===== src/rtl/ycc_pkg.sv =====
// ycc_pkg: shared constants and helpers for the ycbcr/rgb colour converter
// holds coefficient values in millionths and the fixed-point quantiser
// no dependencies
package ycc_pkg;

   // default number of fractional coefficient bits
   localparam int COEFF_FRAC_BITS_DEF = 16;

   // component and stream widths
   localparam int COMP_W  = 8;
   localparam int WORD_W  = 3 * COMP_W;

   // direction register codes
   localparam logic DIR_YCC_TO_RGB = 1'b0;
   localparam logic DIR_RGB_TO_YCC = 1'b1;

   // jfif coefficients in millionths
   localparam longint C_CR_R  = 64'd1402000;
   localparam longint C_CB_G  = 64'd344136;
   localparam longint C_CR_G  = 64'd714136;
   localparam longint C_CB_B  = 64'd1772000;
   localparam longint C_R_Y   = 64'd299000;
   localparam longint C_G_Y   = 64'd587000;
   localparam longint C_B_Y   = 64'd114000;
   localparam longint C_R_CB  = 64'd168736;
   localparam longint C_G_CB  = 64'd331264;
   localparam longint C_G_CR  = 64'd418688;
   localparam longint C_B_CR  = 64'd81312;
   localparam longint C_ONE   = 64'd1000000;
   localparam longint C_HALF  = 64'd500000;
   localparam longint CHROMA_OFS = 64'd128;

   // round(micro / 1e6 * 2^frac), ties upwards; elaboration time only
   function automatic longint cq(input longint micro, input int frac);
      return ((micro << frac) + 64'd500000) / 64'd1000000;
   endfunction

endpackage


===== src/rtl/ycc_mult_stage.sv =====
// ycc_mult_stage: first pipeline stage, chroma offset and nine coefficient products
// uses ycc_pkg for coefficients and direction codes
// feeds ycc_sum_stage
module ycc_mult_stage #(
   parameter int COEFF_FRAC_BITS = ycc_pkg::COEFF_FRAC_BITS_DEF,
   localparam int KW = COEFF_FRAC_BITS + 2,
   localparam int PW = COEFF_FRAC_BITS + 11
) (
   input  logic                     clock,
   input  logic                     reset,
   input  logic                     dir,
   input  logic                     in_valid,
   output logic                     in_ready,
   input  logic [ycc_pkg::COMP_W-1:0] in_comp0,
   input  logic [ycc_pkg::COMP_W-1:0] in_comp1,
   input  logic [ycc_pkg::COMP_W-1:0] in_comp2,
   output logic                     out_valid,
   input  logic                     out_ready,
   output logic                     out_dir,
   output logic [2:0][2:0][PW-1:0]  out_prod
);

   localparam int F = COEFF_FRAC_BITS;

   // coefficient rows per output, columns per input component
   localparam logic signed [KW-1:0] K_FWD [3][3] = '{
      '{KW'(ycc_pkg::cq(ycc_pkg::C_ONE, F)), KW'(0),
        KW'(ycc_pkg::cq(ycc_pkg::C_CR_R, F))},
      '{KW'(ycc_pkg::cq(ycc_pkg::C_ONE, F)), KW'(-ycc_pkg::cq(ycc_pkg::C_CB_G, F)),
        KW'(-ycc_pkg::cq(ycc_pkg::C_CR_G, F))},
      '{KW'(ycc_pkg::cq(ycc_pkg::C_ONE, F)), KW'(ycc_pkg::cq(ycc_pkg::C_CB_B, F)),
        KW'(0)}
   };
   localparam logic signed [KW-1:0] K_REV [3][3] = '{
      '{KW'(ycc_pkg::cq(ycc_pkg::C_R_Y, F)), KW'(ycc_pkg::cq(ycc_pkg::C_G_Y, F)),
        KW'(ycc_pkg::cq(ycc_pkg::C_B_Y, F))},
      '{KW'(-ycc_pkg::cq(ycc_pkg::C_R_CB, F)), KW'(-ycc_pkg::cq(ycc_pkg::C_G_CB, F)),
        KW'(ycc_pkg::cq(ycc_pkg::C_HALF, F))},
      '{KW'(ycc_pkg::cq(ycc_pkg::C_HALF, F)), KW'(-ycc_pkg::cq(ycc_pkg::C_G_CR, F)),
        KW'(-ycc_pkg::cq(ycc_pkg::C_B_CR, F))}
   };

   logic                    valid_ff, valid_in;
   logic                    dir_ff;
   logic [2:0][2:0][PW-1:0] prod_ff, prod_in;
   logic signed [8:0]       opnd [3];
   logic                    advance;

   // stage moves when empty or when downstream takes its word
   assign advance  = !valid_ff || out_ready;
   assign in_ready = advance;
   assign valid_in = advance ? in_valid : valid_ff;

   // operands: luma straight, chroma centred on zero in forward direction
   always_comb begin
      opnd[0] = {1'b0, in_comp0};
      if (dir == ycc_pkg::DIR_YCC_TO_RGB) begin
         opnd[1] = {~in_comp1[7], ~in_comp1[7], in_comp1[6:0]};
         opnd[2] = {~in_comp2[7], ~in_comp2[7], in_comp2[6:0]};
      end else begin
         opnd[1] = {1'b0, in_comp1};
         opnd[2] = {1'b0, in_comp2};
      end
   end

   // nine constant-coefficient products
   always_comb begin
      for (int j = 0; j < 3; j++) begin
         for (int k = 0; k < 3; k++) begin
            if (dir == ycc_pkg::DIR_YCC_TO_RGB) begin
               prod_in[j][k] = PW'(K_FWD[j][k]) * PW'(opnd[k]);
            end else begin
               prod_in[j][k] = PW'(K_REV[j][k]) * PW'(opnd[k]);
            end
         end
      end
   end

   always_ff @(posedge clock) begin
      if (reset) begin
         valid_ff <= 1'b0;
      end else begin
         valid_ff <= valid_in;
      end
   end

   always_ff @(posedge clock) begin
      if (advance && in_valid) begin
         prod_ff <= prod_in;
         dir_ff  <= dir;
      end
   end

   assign out_valid = valid_ff;
   assign out_dir   = dir_ff;
   assign out_prod  = prod_ff;

endmodule


===== src/rtl/ycc_sum_stage.sv =====
// ycc_sum_stage: second pipeline stage, sums products with offset and rounding half
// uses ycc_pkg for direction codes and the chroma offset
// fed by ycc_mult_stage, feeds ycc_round_stage
module ycc_sum_stage #(
   parameter int COEFF_FRAC_BITS = ycc_pkg::COEFF_FRAC_BITS_DEF,
   localparam int PW = COEFF_FRAC_BITS + 11,
   localparam int SW = COEFF_FRAC_BITS + 13
) (
   input  logic                    clock,
   input  logic                    reset,
   input  logic                    in_valid,
   output logic                    in_ready,
   input  logic                    in_dir,
   input  logic [2:0][2:0][PW-1:0] in_prod,
   output logic                    out_valid,
   input  logic                    out_ready,
   output logic [2:0][SW-1:0]      out_sum
);

   localparam logic signed [SW-1:0] HALF_FX = SW'(64'd1 << (COEFF_FRAC_BITS - 1));
   localparam logic signed [SW-1:0] OFS_FX  =
      SW'(ycc_pkg::CHROMA_OFS << COEFF_FRAC_BITS);

   logic               valid_ff, valid_in;
   logic [2:0][SW-1:0] sum_ff, sum_in;
   logic               advance;

   assign advance  = !valid_ff || out_ready;
   assign in_ready = advance;
   assign valid_in = advance ? in_valid : valid_ff;

   // per output: three products, chroma offset in reverse direction, half for rounding
   always_comb begin
      for (int j = 0; j < 3; j++) begin
         sum_in[j] = SW'($signed(in_prod[j][0])) + SW'($signed(in_prod[j][1]))
                   + SW'($signed(in_prod[j][2])) + HALF_FX;
         if (in_dir == ycc_pkg::DIR_RGB_TO_YCC && j != 0) begin
            sum_in[j] = sum_in[j] + OFS_FX;
         end
      end
   end

   always_ff @(posedge clock) begin
      if (reset) begin
         valid_ff <= 1'b0;
      end else begin
         valid_ff <= valid_in;
      end
   end

   always_ff @(posedge clock) begin
      if (advance && in_valid) begin
         sum_ff <= sum_in;
      end
   end

   assign out_valid = valid_ff;
   assign out_sum   = sum_ff;

endmodule


===== src/rtl/ycc_round_stage.sv =====
// ycc_round_stage: last pipeline stage, drops fraction and clamps to 0..255
// uses ycc_pkg for the component width
// fed by ycc_sum_stage, its register is the output word
module ycc_round_stage #(
   parameter int COEFF_FRAC_BITS = ycc_pkg::COEFF_FRAC_BITS_DEF,
   localparam int SW = COEFF_FRAC_BITS + 13
) (
   input  logic                               clock,
   input  logic                               reset,
   input  logic                               in_valid,
   output logic                               in_ready,
   input  logic [2:0][SW-1:0]                 in_sum,
   output logic                               out_valid,
   input  logic                               out_ready,
   output logic [2:0][ycc_pkg::COMP_W-1:0]    out_comp
);

   localparam int QW = SW - COEFF_FRAC_BITS;
   localparam int CW = ycc_pkg::COMP_W;

   logic                  valid_ff, valid_in;
   logic [2:0][CW-1:0]    comp_ff, comp_in;
   logic [2:0][QW-1:0]    whole;
   logic                  advance;

   assign advance  = !valid_ff || out_ready;
   assign in_ready = advance;
   assign valid_in = advance ? in_valid : valid_ff;

   // negative goes to zero, anything past 255 saturates
   always_comb begin
      for (int j = 0; j < 3; j++) begin
         whole[j] = in_sum[j][SW-1:COEFF_FRAC_BITS];
         if (whole[j][QW-1]) begin
            comp_in[j] = '0;
         end else if (|whole[j][QW-2:CW]) begin
            comp_in[j] = '1;
         end else begin
            comp_in[j] = whole[j][CW-1:0];
         end
      end
   end

   always_ff @(posedge clock) begin
      if (reset) begin
         valid_ff <= 1'b0;
      end else begin
         valid_ff <= valid_in;
      end
   end

   always_ff @(posedge clock) begin
      if (advance && in_valid) begin
         comp_ff <= comp_in;
      end
   end

   assign out_valid = valid_ff;
   assign out_comp  = comp_ff;

endmodule


===== src/rtl/ycbcr_rgb_color_convert_unit.sv =====
// Converts full-range 8-bit pixels between YCbCr and RGB with JFIF coefficients.
// Input words arrive on the req_ stream channel, results leave on rsp_; csr_ sets
// the direction (0: YCbCr to RGB, 1: RGB to YCbCr); the user must write it while idle,
// as the block itself does not enforce this. Each word carries three components,
// component 0 in the low byte. Pipeline: product stage, sum stage, round/clamp stage
// whose register drives rsp_. One word per cycle is taken and delivered when the
// receiver keeps up.
// Every stage advances when it is empty or the next one takes its word, so bubbles
// close up and new words are still accepted while a result waits on rsp_.
// When the receiver stalls, the pipe fills and req_tready drops after the
// stages hold a word each; nothing is lost or repeated.
// Synchronous reset empties the pipeline and sets direction to YCbCr to RGB.
// Depends on ycc_pkg and the three ycc_*_stage modules.
module ycbcr_rgb_color_convert_unit #(
   parameter int COEFF_FRAC_BITS = ycc_pkg::COEFF_FRAC_BITS_DEF
) (
   input  logic                        clock,
   input  logic                        reset,
   // configuration
   input  logic                        csr_wr_en,
   input  logic                        csr_wr_data,    // direction
   // input words
   input  logic                        req_tvalid,
   output logic                        req_tready,
   input  logic [ycc_pkg::WORD_W-1:0]  req_tdata,      // in_comp0, in_comp1, in_comp2
   // result words
   output logic                        rsp_tvalid,
   input  logic                        rsp_tready,
   output logic [ycc_pkg::WORD_W-1:0]  rsp_tdata       // out_comp0, out_comp1, out_comp2
);

   localparam int PW = COEFF_FRAC_BITS + 11;
   localparam int SW = COEFF_FRAC_BITS + 13;
   localparam int CW = ycc_pkg::COMP_W;

   logic                    dir_ff, dir_in;
   logic                    m_valid, m_ready, m_dir;
   logic [2:0][2:0][PW-1:0] m_prod;
   logic                    s_valid, s_ready;
   logic [2:0][SW-1:0]      s_sum;
   logic [2:0][CW-1:0]      r_comp;

   // direction register
   assign dir_in = csr_wr_en ? csr_wr_data : dir_ff;

   always_ff @(posedge clock) begin
      if (reset) begin
         dir_ff <= ycc_pkg::DIR_YCC_TO_RGB;
      end else begin
         dir_ff <= dir_in;
      end
   end

   // product stage
   ycc_mult_stage #(.COEFF_FRAC_BITS(COEFF_FRAC_BITS)) u_mult (
      .clock     (clock),
      .reset     (reset),
      .dir       (dir_ff),
      .in_valid  (req_tvalid),
      .in_ready  (req_tready),
      .in_comp0  (req_tdata[CW-1:0]),
      .in_comp1  (req_tdata[2*CW-1:CW]),
      .in_comp2  (req_tdata[3*CW-1:2*CW]),
      .out_valid (m_valid),
      .out_ready (m_ready),
      .out_dir   (m_dir),
      .out_prod  (m_prod)
   );

   // sum stage
   ycc_sum_stage #(.COEFF_FRAC_BITS(COEFF_FRAC_BITS)) u_sum (
      .clock     (clock),
      .reset     (reset),
      .in_valid  (m_valid),
      .in_ready  (m_ready),
      .in_dir    (m_dir),
      .in_prod   (m_prod),
      .out_valid (s_valid),
      .out_ready (s_ready),
      .out_sum   (s_sum)
   );

   // round and clamp stage, drives the result channel
   ycc_round_stage #(.COEFF_FRAC_BITS(COEFF_FRAC_BITS)) u_round (
      .clock     (clock),
      .reset     (reset),
      .in_valid  (s_valid),
      .in_ready  (s_ready),
      .in_sum    (s_sum),
      .out_valid (rsp_tvalid),
      .out_ready (rsp_tready),
      .out_comp  (r_comp)
   );

   assign rsp_tdata = {r_comp[2], r_comp[1], r_comp[0]};

endmodule


===== config.mk =====
export PLATFORM = sky130hd
export DESIGN_NAME = ycbcr_rgb_color_convert_unit
export DESIGN_NICKNAME = d
export VERILOG_FILES = /design/src/rtl/ycc_pkg.sv /design/src/rtl/ycc_mult_stage.sv /design/src/rtl/ycc_sum_stage.sv /design/src/rtl/ycc_round_stage.sv /design/src/rtl/ycbcr_rgb_color_convert_unit.sv
export SDC_FILE = /design/constraint.sdc
export NUM_CORES = 2
export LEC_CHECK = 0
export BUFFER_PORTS_ARGS = -buffer_cell sky130_fd_sc_hd__buf_2
export CAP_MARGIN = 0
export CORE_MARGIN = 4
export CORE_UTILIZATION = 45
export DETAILED_ROUTE_END_ITERATION = 8
export SYNTH_ARGS = -nofsm -noshare
export SYNTH_HDL_FRONTEND = slang
export SYNTH_SLANG_ARGS = --single-unit
export TNS_END_PERCENT = 50

===== constraint.sdc =====
create_clock -name clock -period 23.6 [get_ports clock]
set_input_delay 0 -clock clock [delete_from_list [all_inputs] [get_ports clock]]
set_output_delay 0 -clock clock [all_outputs]
set_load 0.01 [all_outputs]

==> out/qor.csv <==
metric;value;unit
die_y;298;µm
slowest_stage;buf_4;
period_needed;6880;ps
worst_slack;16720;ps
htree_levels;2;
crit_arrival;7290;ps
portBuffers;55;
cpMostUsedCell;inv_1;
critical_path_class;reg -> reg;
synth_top_area_cell;ha_1;
synth_top_flop_cell;edfxtp_1;
routabilityCongestion;0.944;
fillers;7811;
postSynthCellCount;3646;
area_growth;7.95;%
worstSetupStartpointType;flop;
clock_latency;560;ps
critPathMaxStageDelay;570;ps
worstHoldPathType;in -> reg;
diodes;0;
power_leakage;20.4;nW
crit_path_max_fanout;54;
synth_area_leaders;ha_1 (26%), edfxtp_1 (21%), fa_1 (21%), inv_1 (6.6%), xnor2_1 (3.1%);
path_clk_slew;60;ps
cp_data_required_time;24010;ps
max_slew.worst_pin.slew;1030;ps
start_util;45.3;%
slew_violations;0;
num_vias;26096;
grt_pass1_vias;26493;
antenna_found_initial;1;
io_pins;56;
clock_sinks;271;
root_buffer;clkbuf_16;
relSlewSlack;30.9;%
grt-ovfl-total;0;
grt_pass1_wl;154000;µm
setup_viol;0;
firstDrtPassIters;5;
hpwlAfterDp;83100;µm
final_hold_viol_count;0;
die_area;0.0888;mm²
synth-seq-cells;271;
cts_inserted_buffers;34;
avgSynthCellArea;10.4;µm²
min_period_over_period;29.1;%
drc;0;
synth_nets;4874;
ys_types;91;
fmax;0.145;GHz
drive_gt1_share;5.04;%
wl_per_cell;20.5;µm
r2r_cells;25;
die_w;298;µm
drv_cap;0;
grtUsageTotal;22.6;%
irDropWorstVdd;0.000117;V
core_area;0.0834;mm²
viasPerCell;5.41;
drt-total-wl;99200;µm
postCtsSetupBuffers;0;
endpoint_kind;flop;
dp_slack;16860;ps
drtIter0Drc;1668;
ctsResizeCount;0;
std_cell_rows;106;
whs_path_depth;3;
ant_nets;0;
ys_warn_count;0;
fin_tns_setup;0;ps
worst_clock_skew;20.7;ps
cts_buffer_depth;3;
grt_max_degree;75;
synth_top_cell_area_share;26.5;%
status;complete, no violations;
rsz0062_at_grt;no;
cts_tree;built;
pwr_density_cell;150;mW/mm²
synth_edf_count;267;
ys_seq_area_share;21.4;%
num-nets-final;4951;
synth_area;0.0378;mm²
async_flop_share;0;%
## worst paths after layout
path	from	endpoint	slack, ps
setup / recovery	dir_ff	u_mult.out_prod[155]	16720
hold / removal	req_tdata[2]	u_mult.out_prod[179]	50
setup reg to reg	dir_ff	u_mult.out_prod[155]	16720
hold reg to reg	u_sum.out_sum[78]	u_round.out_comp[20]	540
## layout by cell type (no fill, tap or decap), types with 29 or more instances in the layout
master / instances
o21ai_0: 118
clkbuf_16: 34
and2_1: 30
nor2b_1: 29
nor2_1: 230
fa_1: 397
nand2_1: 120
xor2_1: 90
inv_1: 663
a21o_1: 92
a21oi_1: 173
xnor2_1: 135
nand3_1: 36
nor3_1: 50
buf_2: 55
edfxtp_1: 267
ha_1: 801
## registers in the layout (all words and copies together) (netlist names)
name               count
u_mult.out_prod      203
dir_ff                 1
u_mult.out_dir         1
u_round.out_comp      24
u_sum.out_valid        1
u_mult.out_valid       1
u_sum.out_sum         39
u_round.out_valid      1
## synthesized netlist by cell type, types with 27 or more instances
cell type	instances
nor3_1	50
o21ai_0	118
nand2_1	120
fa_1	397
a21o_1	92
ha_1	801
nand3_1	36
a211oi_1	27
o21a_1	28
a21oi_1	173
nand2b_1	28
o21bai_1	27
nor2_1	230
inv_1	663
edfxtp_1	267
xor2_1	90
and2_1	30
xnor2_1	135
nor2b_1	30
## where the power goes
part           leakage (nW)  internal [mW]  switching, mW
Sequential             2.66          0.836          0.117
Clock                 0.615          0.379          0.223
Combinational          17.2           1.96           2.60
## worst max-delay path, delay by kind of cell (launching register included)
| kind | cells | cell delay, ps |
|---|---|---|
| adders and majority gates | 7 | 2710 |
| buffers and inverters | 8 | 1370 |
| AOI/OAI and AO/OA | 7 | 1250 |
| and+or+nand+nor | 3 | 860 |
| DFF | 1 | 460 |
## final cells by class
class	count	area, µm²	area share (%)
Inverter	664	2490	6.11
Tap cell	1080	1350	3.31
Multi-Input combinational cell	2674	27100	66.4
Clock inverter	24	428	1.05
Sequential cell	271	8100	19.8
Timing Repair Buffer	78	470	1.15
Clock buffer	37	862	2.11
## cell families (layout without fill, tap and decap cells)
group	after synthesis	after routing	share of synthesized area [%]
mux	19	19	0.542
simple gates	635	635	8.19
buf+inv	701	803	6.96
flops	271	271	21.4
xor+xnor	225	225	5.21
fa+ha+maj	1198	1198	47.5
compound gates	597	597	10.2
## stage by stage
stage | power, mW | cells | util, % | hold slack, ps | area, µm²
after floorplan | 4.32 | 3646 | - | 69.1 | 37800
after global placement | 5.46 | 4758 | 47.3 | 240 | 39500
after detailed placement | 5.49 | 4758 | 47.3 | 246 | 39500
after CTS | 6.15 | 4828 | 48.9 | 8.22 | 40800
after global routing | 6.78 | 4828 | 48.9 | 33.0 | 40800
final | 6.11 | 4828 | 48.9 | 49.5 | 40800
## per-layer routing
layer	wire (µm)	global-route usage (%)	up-vias
li1	-	-	12560
met1	45900	32.1	12736
met2	45300	36.6	667
met3	5550	3.44	133
met4	2400	5.05	0
met5	0	0	-
## what timing repair did
item	in CTS	in global routing
hold buffers	9	0
endpoints found under the setup margin	0	0
endpoints found under the hold margin	29	0
Power figures use the tool's default switching activity.
